--- config.mk ---
export PLATFORM = sky130hd
export DESIGN_NAME = sitd_dabble_step
export DESIGN_NICKNAME = d
export VERILOG_FILES = /design/src/hdl/sitd_pkg.sv /design/src/hdl/sitd_dabble_step.sv
export SDC_FILE = /design/constraint.sdc
export NUM_CORES = 1
export LEC_CHECK = 0
export BUFFER_PORTS_ARGS = -buffer_cell sky130_fd_sc_hd__buf_4
export CORE_ASPECT_RATIO = 1.4
export CORE_MARGIN = 2
export CORE_UTILIZATION = 33
export DETAILED_ROUTE_END_ITERATION = 8
export PLACE_DENSITY = 0.72
export SETUP_SLACK_MARGIN = 0.02
export SYNTH_ARGS = -nofsm -noshare
export SYNTH_HDL_FRONTEND = slang
export SYNTH_SLANG_ARGS = --single-unit
export TNS_END_PERCENT = 10
--- constraint.sdc ---
create_clock -name vclk -period 1.6
set_clock_uncertainty 0.1 [all_clocks]
set_input_delay 0.32 -clock vclk [all_inputs]
set_output_delay 0.32 -clock vclk [all_outputs]
set_load 0.05 [all_outputs]
--- src/hdl/sitd_pkg.sv ---
// Shared constants and helpers for the signed integer to decimal text block.
// No dependencies; every other file in this folder imports this package.
package sitd_pkg;

   localparam int VALUE_BITS_DEF = 32;
   localparam int CHAR_BITS      = 6;
   localparam int DIGIT_BITS     = 4;

   localparam logic [CHAR_BITS-1:0] CHAR_MINUS = 6'd45;
   localparam logic [CHAR_BITS-1:0] CHAR_ZERO  = 6'd48;

   // Number of decimal digits in the largest magnitude, 2^(bits-1).
   function automatic int dec_digits(input int bits);
      logic [63:0] v;
      int          n;
      v = 64'd1 << (bits - 1);
      n = 1;
      while (v >= 64'd10) begin
         v = v / 64'd10;
         n = n + 1;
      end
      return n;
   endfunction

endpackage

--- src/hdl/sitd_dabble_step.sv ---
// One double-dabble step: add three to every BCD digit of five or more, then
// shift the register left by one bit. Depends on sitd_pkg.
module sitd_dabble_step
   import sitd_pkg::*;
   #(parameter int DIGITS = dec_digits(VALUE_BITS_DEF))
   (
   input  logic [DIGITS*DIGIT_BITS-1:0] bcd_cur,
   input  logic                         bit_in,
   output logic [DIGITS*DIGIT_BITS-1:0] bcd_next
   );

   localparam int BCD_W = DIGITS * DIGIT_BITS;

   logic [BCD_W-1:0] adj;

   always_comb begin
      for (int i = 0; i < DIGITS; i++) begin
         if (bcd_cur[i*DIGIT_BITS +: DIGIT_BITS] >= 4'd5) begin
            adj[i*DIGIT_BITS +: DIGIT_BITS] = bcd_cur[i*DIGIT_BITS +: DIGIT_BITS] + 4'd3;
         end else begin
            adj[i*DIGIT_BITS +: DIGIT_BITS] = bcd_cur[i*DIGIT_BITS +: DIGIT_BITS];
         end
      end
   end

   assign bcd_next = {adj[BCD_W-2:0], bit_in};

endmodule

==> results of run 1 <==
==> logic make-up after synthesis <==
kind of cell / count (synthesis) / synth area share [%]
multiplexers: 10 / 10.0
buffers and inverters: 21 / 8.25
XOR/XNOR: 10 / 8.75
adder cells (fa/ha/maj): 20 / 25.0
AND/OR/NAND/NOR: 68 / 30.2
AO/OA/AOI/OAI: 28 / 17.7
==> stage by stage <==
step	hold WS [ns]	setup TNS [ns]
floorplan	0.707	-3.18
detailed placement	0.540	-5.76
global placement	0.540	-4.58
==> results.toml, run 1 <==
[placed_design]
place_congestion = 0.747
placed_area_um2 = 2330
port_buffers = 79
post-place-ws_ns = -0.281
dp_hpwl_um = 3330
placed_cells = 310

[yosys]
synth_area_per_cell_um2 = 6.38
yosysUniqueCellTypes = 11
syn_area_um2 = 1000
synth_top_cell_area_share_pct = 25.0
syn_nets = 218
synth.most_common_cell = "nand2_1"
syn_inst = 157
netlist_top_cells_area = "ha_1 (25%), nand2_1 (15%), nand2b_1 (12%), mux2i_1 (10%), a21oi_2 (8.8%)"
ys_seq_area_share_pct = 0
yosys.area.top_type = "ha_1"
synth_common_cells = "nand2_1 (39), ha_1 (20), inv_1 (20)"
yosys_warnings = 0

[floorplanning]
initial_utilization_pct = 34.8
fp.dieW_um = 50.5
rows = 23
dieHeight_um = 69.2
ioPinCount = 81

[status]
failing_step = "clock tree synthesis"
stop_error = "[ERROR DPL-0033] detailed placement checks failed during check placement."
status = "did not finish"

[clock_network]
cts_setup_buffers = 8
ctsResizeCount = 125
cts.hold.buffers_added = 0
==> run 2, diff against run 1 <==
--- a/config.mk
+++ b/config.mk
@@ -6,12 +6,10 @@
 export NUM_CORES = 1
 export LEC_CHECK = 0
 export BUFFER_PORTS_ARGS = -buffer_cell sky130_fd_sc_hd__buf_4
-export CORE_ASPECT_RATIO = 1.4
 export CORE_MARGIN = 2
-export CORE_UTILIZATION = 33
+export CORE_UTILIZATION = 20
 export DETAILED_ROUTE_END_ITERATION = 8
-export PLACE_DENSITY = 0.72
-export SETUP_SLACK_MARGIN = 0.02
+export PLACE_DENSITY_LB_ADDON = 0.15
 export SYNTH_ARGS = -nofsm -noshare
 export SYNTH_HDL_FRONTEND = slang
 export SYNTH_SLANG_ARGS = --single-unit
==> results.toml, run 2 <==
[status]
status = "finished with violations"
violations = "negative setup slack"

[yosys]
synth_top_cell_area_share_pct = 25.0
synth_area_per_cell_um2 = 6.38
yosysUniqueCellTypes = 11
synth_common_cells = "nand2_1 (39), ha_1 (20), inv_1 (20)"
synth.most_common_cell = "nand2_1"
yosys.area.top_type = "ha_1"
syn_area_um2 = 1000
netlist_top_cells_area = "ha_1 (25%), nand2_1 (15%), nand2b_1 (12%), mux2i_1 (10%), a21oi_2 (8.8%)"
ys_seq_area_share_pct = 0
syn_nets = 218
syn_inst = 157
yosys_warnings = 0

[route]
ant_nets = 0
route.detailed.drc = 0
vias = 1478
routed_wl_um = 3400
viasPerCell = 4.18
routedWlPerCell_um = 9.60
detail_route.iter0.violations = 13
drtPass1Iterations = 4

[global_route]
antenna_found_initial = 0
grt_pass1_vias = 1430
grt_use_total_pct = 12.1
grt-ovfl-total = 0
grt_first_pass_wirelength_um = 5640
grt_max_degree = 5

[layout]
area_growth_pct = 196
layout_common_cells = "buf_4 (80), buf_6 (43), nand2_1 (39), ha_4 (20)"
final_nets = 350
layout_commonest_cell = "buf_4"
seq_area_um2 = 0
clock_buffers = 0
num_antenna_cells = 0
seq_cells = 0
n_fill_cell = 438
drive_gt1_share_pct = 77.0

[critical_path]
path_buf_inv = 3
worstPathMaxFanout = 3
path_delay_family = "buffers and inverters"
path_class = "in -> out"
arrival_ns = 1.32
setup.worst_path.end_class = "output port"
max_stage_delay_ns = 0.25
worstPathRequired_ns = 1.18
crit_slowest_cell = "mux2i_4"
start_kind = "primary input"
crit_chain = "buf_8 -> inv_6 -> ha_4 -> nand2b_4 -> a21oi_4 -> mux2i_4 -> buf_6"

[floorplanning]
fp.dieW_um = 74.7
die-area_um2 = 5590
initial_utilization_pct = 20.9
core_um2 = 4790
ioPinCount = 81
dieHeight_um = 74.7
rows = 25

[sta]
hold_slack_ns = 0.540
max_freq_mhz = 575
post-route-period-util_pct = 109
setup_viol = 21
finalWorstSetupSlack_ns = -0.140
rsz0062_at_grt = "true"
fin_crit_ns = 1.74
slew_headroom_pct = 80.8
drv_slew = 0
hold_violations = 0
tightest_slew_ns = 0.284

[placed_design]
dp_hpwl_um = 2810
place_congestion = 0.727
port_buffers = 79

[power]
power_w = 0.00128
leakagePower_nw = 1.34
power_density_nw_per_um2 = 432
ir_worst_vdd_mv = 0.266

[min_path]
hold_class = "in -> out"

[flow_run]
drv_cap = 0
==> run 2: logic make-up (layout without fill, tap and decap cells) <==
logic type | after synthesis | count (layout) | synth area share, %
simple gates | 68 | 68 | 30.2
compound gates | 28 | 28 | 17.7
buf+inv | 21 | 151 | 8.25
fa+ha+maj | 20 | 20 | 25.0
xor+xnor | 10 | 10 | 8.75
mux | 10 | 10 | 10.0
==> run 2: path summary, 6_finish.rpt <==
kind	slack, ns	cells past startpoint	to	from
worst min-delay path	0.54	0	bcd_next[0]	bit_in
worst max-delay path	-0.14	7	bcd_next[34]	bcd_cur[33]
==> run 2: power breakdown <==
group,switching (W),total (W),internal (W)
sequential,0,0,0
combinational,0.000695,0.00128,0.000584
clock,0,0,0
total,0.000695,0.00128,0.000584
==> run 2: layout make-up <==
cell class         instances  area, um^2  area share [%]
inverters                 20         118            3.97
repair buffers           131        1200            40.7
multi-input cells        136        1560            52.5
well taps                 67        83.8            2.83
==> run 2: stage by stage <==
step                area, um^2  setup slack [ns]  std cells  utilization, %  TNS (ns)
floorplan                 1410            -0.194        157               -     -3.18
CTS                       2930            -0.170        354            61.2     -3.15
global route              2960            -0.191        354            61.9     -3.60
global placement          2430            -0.244        349            50.8     -4.91
finish                    2960            -0.140        354            61.9     -2.58
detailed placement        2430            -0.264        349            50.8     -5.13
==> run 2: layer usage <==
layer  GRT usage, %  up-vias  routed length [um]
met5              0        -                   0
met4          0.198        0                   0
met3           1.20        0                 235
met2           26.8       37                2060
met1           12.4      676                1100
li1               -      765                   -
==> run 2: repair_timing <==
item | CTS | global route
gates resized for setup | 119 | 13
setup buffers | 5 | 0
setup endpoints to repair | 30 | 29
hold buffers | 0 | 0
pin swaps | 10 | 10
Power figures use the tool's default switching activity.
==> run 3, diff against run 2 <==
--- a/config.mk
+++ b/config.mk
@@ -9,7 +9,7 @@
 export CORE_MARGIN = 2
 export CORE_UTILIZATION = 20
 export DETAILED_ROUTE_END_ITERATION = 8
-export PLACE_DENSITY_LB_ADDON = 0.15
+export PLACE_DENSITY_LB_ADDON = 0.3
 export SYNTH_ARGS = -nofsm -noshare
 export SYNTH_HDL_FRONTEND = slang
 export SYNTH_SLANG_ARGS = --single-unit
==> results.toml, run 3 (synthesized netlist as in run 2, its figures left out) <==
[power]
leakagePower_nw = 1.30
power_w = 0.00127
power_density_nw_per_um2 = 436
ir_worst_vdd_mv = 0.302

[global_route]
antenna_found_initial = 0
grt_first_pass_wirelength_um = 5550
grt-ovfl-total = 0
use_met3_pct = 0.937
grt_use_total_pct = 12.0
grt_busiest_layer = "met2"
grt_pass1_vias = 1370
grt_max_degree = 5
grtUsageMet1_pct = 13.2
grt_util_met2_pct = 25.7

[sta]
finalWorstSetupSlack_ns = -0.161
fin_crit_ns = 1.76
post-route-period-util_pct = 110
slew_headroom_pct = 81.7
drv_slew = 0
tightest_slew_ns = 0.271
hold_violations = 0
setup_viol = 21
hold_slack_ns = 0.540
max_freq_mhz = 568
rsz0062_at_grt = "true"

[floorplanning]
fp.dieW_um = 74.7
rows = 25
initial_utilization_pct = 20.9
ioPinCount = 81
die-area_um2 = 5590
dieHeight_um = 74.7
core_um2 = 4790

[placed_design]
dp_hpwl_um = 2860
place_congestion = 0.771
placed_cells = 345
port_buffers = 79
post-place-ws_ns = -0.294

[critical_path]
path_class = "in -> out"
worstPathMaxFanout = 3
critPathLaunch = "bcd_cur[1]"
start_kind = "primary input"
setup.worst_path.end_class = "output port"
worstPathRequired_ns = 1.18
arrival_ns = 1.34
endpoint = "bcd_next[2]"

[layout]
post-route-util_pct = 60.6
final_nets = 342
drive_gt1_share_pct = 76.3
seq_cells = 0
seq_area_um2 = 0
num_antenna_cells = 0
area_growth_pct = 190
layout_commonest_cell = "buf_4"
layout_common_cells = "buf_4 (73), buf_6 (43), nand2_1 (39), ha_4 (20)"
instances_no_fill = 346
clock_buffers = 0

[clock_network]
cts.hold.buffers_added = 0

[status]
status = "finished with violations"
violations = "negative setup slack"

[route]
drtPass1Iterations = 3
route.detailed.drc = 0
routed_wl_um = 3420
vias = 1435
viasPerCell = 4.15
routedWlPerCell_um = 9.89
detail_route.iter0.violations = 32
ant_nets = 0

[flow_run]
drv_cap = 0

[min_path]
hold_class = "in -> out"
-- run 3: changes by cell type in the layout (fill, tap and decap cells not counted), sizes merged --
cell / change
buf: -8
-- run 3: repair_timing --
item | 4_1_cts | 5_1_grt
buffers inserted | 1 | 0
pin swaps | 11 | 11
endpoints found under the setup margin | 31 | 28
resized for setup | 114 | 15
-- run 3: worst min path at each step --
stage	start	to	slack, ns	cells after the start
floorplan	bit_in	bcd_next[0]	0.71	1
global placement	bit_in	bcd_next[0]	0.54	0
detailed placement	bit_in	bcd_next[0]	0.54	0
CTS	bit_in	bcd_next[0]	0.54	0
global route	bit_in	bcd_next[0]	0.54	0
finish	bit_in	bcd_next[0]	0.54	0
-- run 3: stage by stage --
step           TNS, ns  instance area (um^2)
3_3_place_gp     -4.70                  2400
5_1_grt          -3.72                  2900
6_report         -2.74                  2900
3_5_place_dp     -5.33                  2400
4_1_cts          -3.35                  2850
2_1_floorplan    -3.18                  1410
-- run 3: cell type report --
class | instances | area, um^2
fillers | 427 | 1890
repair buffers | 123 | 1140
well taps | 67 | 83.8
multi-input cells | 136 | 1570
inverters | 20 | 113
-- run 3: routing by layer --
layer  vias to the layer above  share of wire, %
li1                        754                 -
met1                       642                35
met2                        39                60
met3                         0               5.2
met4                         0                 0
met5                         -                 0
-- run 3: power breakdown --
group | switching (W) | internal [W] | total, W
Sequential | 0 | 0 | 0
Clock | 0 | 0 | 0
Combinational | 0.000694 | 0.000572 | 0.00127
Total | 0.000694 | 0.000572 | 0.00127
-- run 3: worst max-delay path: stages --
cell	delay (ns)
buf_6	0.08
inv_4	0.04
ha_4	0.14
nand2b_4	0.14
a21oi_4	0.19
mux2i_4	0.25
buf_6	0.17
==> run 4, diff against run 3 <==
--- a/config.mk
+++ b/config.mk
@@ -10,6 +10,7 @@
 export CORE_UTILIZATION = 20
 export DETAILED_ROUTE_END_ITERATION = 8
 export PLACE_DENSITY_LB_ADDON = 0.3
+export SKIP_LAST_GASP = 1
 export SYNTH_ARGS = -nofsm -noshare
 export SYNTH_HDL_FRONTEND = slang
 export SYNTH_SLANG_ARGS = --single-unit
==> constraint.sdc (replaced) <==
create_clock -name vclk -period 1.6
set_clock_uncertainty 0.1 [all_clocks]
set_input_delay 0.32 -clock vclk [all_inputs]
set_output_delay 0.32 -clock vclk [all_outputs]
set_load 0.01 [all_outputs]
==> results.toml, run 4 (synthesized netlist as in run 2, its figures left out) <==
[sta]
hold_slack_ns = 0.540
setup_tns_ns = -0.519
finalWorstSetupSlack_ns = -0.0825
fin_crit_ns = 1.68
setup_viol = 13
slew_headroom_pct = 84.0
hold_violations = 0
tightest_slew_ns = 0.237
rsz0062_at_grt = "true"
max_freq_mhz = 594
post-route-period-util_pct = 105
drv_slew = 0

[global_route]
grt_first_pass_wirelength_um = 4760
antenna_found_initial = 0
grt-ovfl-total = 0
grt_max_degree = 5
grt_pass1_vias = 1285
grt_use_total_pct = 9.87

[floorplanning]
rows = 25
fp.dieW_um = 74.7
ioPinCount = 81
core_um2 = 4790
initial_utilization_pct = 20.9
dieHeight_um = 74.7
die-area_um2 = 5590

[placed_design]
placed_cells = 326
port_buffers = 79
dp_hpwl_um = 2320
place_congestion = 0.704
placed_area_um2 = 1850

[route]
vias = 1355
route.detailed.drc = 0
drtPass1Iterations = 4
routedWlPerCell_um = 8.96
detail_route.iter0.violations = 19
met1_length_um = 1100
viasPerCell = 4.13
top_layer = "met3"
wl_met2_um = 1670
wl_met3_um = 161
routed_wl_um = 2940
ant_nets = 0

[layout]
seq_cells = 0
area_growth_pct = 133
layout_common_cells = "buf_4 (93), nand2_1 (39), ha_4 (18)"
seq_area_um2 = 0
clock_buffers = 0
num_antenna_cells = 0
drive_gt1_share_pct = 62.5
post-route-util_pct = 48.7
stdcell_area_um2 = 2330
layout_commonest_cell = "buf_4"
final_nets = 324
instances_no_fill = 328

[min_path]
min_to = "bcd_next[0]"
hold-path-cell-count = 0
hold_class = "in -> out"
min_from = "bit_in"

[critical_path]
path_delay_family = "buffers and inverters"
crit_slowest_cell = "mux2i_1"
worstPathMaxFanout = 3
max_stage_delay_ns = 0.23
start_kind = "primary input"
path_buf_inv = 3
worstPathRequired_ns = 1.18
path_class = "in -> out"
crit_chain = "buf_8 -> inv_6 -> ha_4 -> nand2b_4 -> a21oi_4 -> mux2i_1 -> buf_4"
setup.worst_path.end_class = "output port"
arrival_ns = 1.26

[status]
violations = "negative setup slack"
status = "finished with violations"

[power]
ir_worst_vdd_mv = 0.127
leakagePower_nw = 1.09
power_density_nw_per_um2 = 297

[clock_network]
cts.hold.buffers_added = 0

[flow_run]
drv_cap = 0
==> run 4: changes by cell type in the layout (fill, tap and decap cells not counted), sizes merged <==
cell | before | now
buf | 123 | 105
==> run 4: how the worst max path moves through the flow <==
stage	depth (start not counted)	slack, ns	end	start
global placement	7	-0.19	bcd_next[30]	bcd_cur[29]
finish	7	-0.08	bcd_next[14]	bcd_cur[13]
floorplan	5	0.02	bcd_next[10]	bcd_cur[9]
detailed placement	7	-0.18	bcd_next[34]	bcd_cur[33]
global route	7	-0.13	bcd_next[14]	bcd_cur[13]
CTS	7	-0.05	bcd_next[34]	bcd_cur[33]
==> run 4: timing repair <==
action | in CTS | in global routing
endpoints found under the hold margin | 0 | 0
pin swaps | 11 | 1
buffers inserted | 1 | 1
resized for setup | 100 | 2
endpoints found under the setup margin | 26 | 23
==> run 4: stage by stage <==
stage,setup WS (ns),total power (W)
floorplan,0.0224,0.000241
global placement,-0.193,0.000559
detailed placement,-0.185,0.000564
CTS,-0.0471,0.000689
global route,-0.126,0.000758
finish,-0.0825,0.000691
==> run 4: layer usage <==
| metal | track usage, % | vias up |
|---|---|---|
| met4 | 0.794 | 0 |
| met1 | 10.2 | 596 |
| met2 | 22.0 | 45 |
| met5 | 0 | - |
| met3 | 0.402 | 0 |
| li1 | - | 714 |
==> run 4: layout make-up <==
type / count / area [um^2]
fillers: 502 / 2460
inverters: 20 / 103
multi-input cells: 136 / 1300
well taps: 67 / 83.8
repair buffers: 105 / 845
==> run 4: report_power, final <==
part	internal, W	leakage (nW)	switching [W]
Clock	0	0	0
Sequential	0	0	0
Combinational	0.000387	1.09	0.000304
Total	0.000387	1.09	0.000304
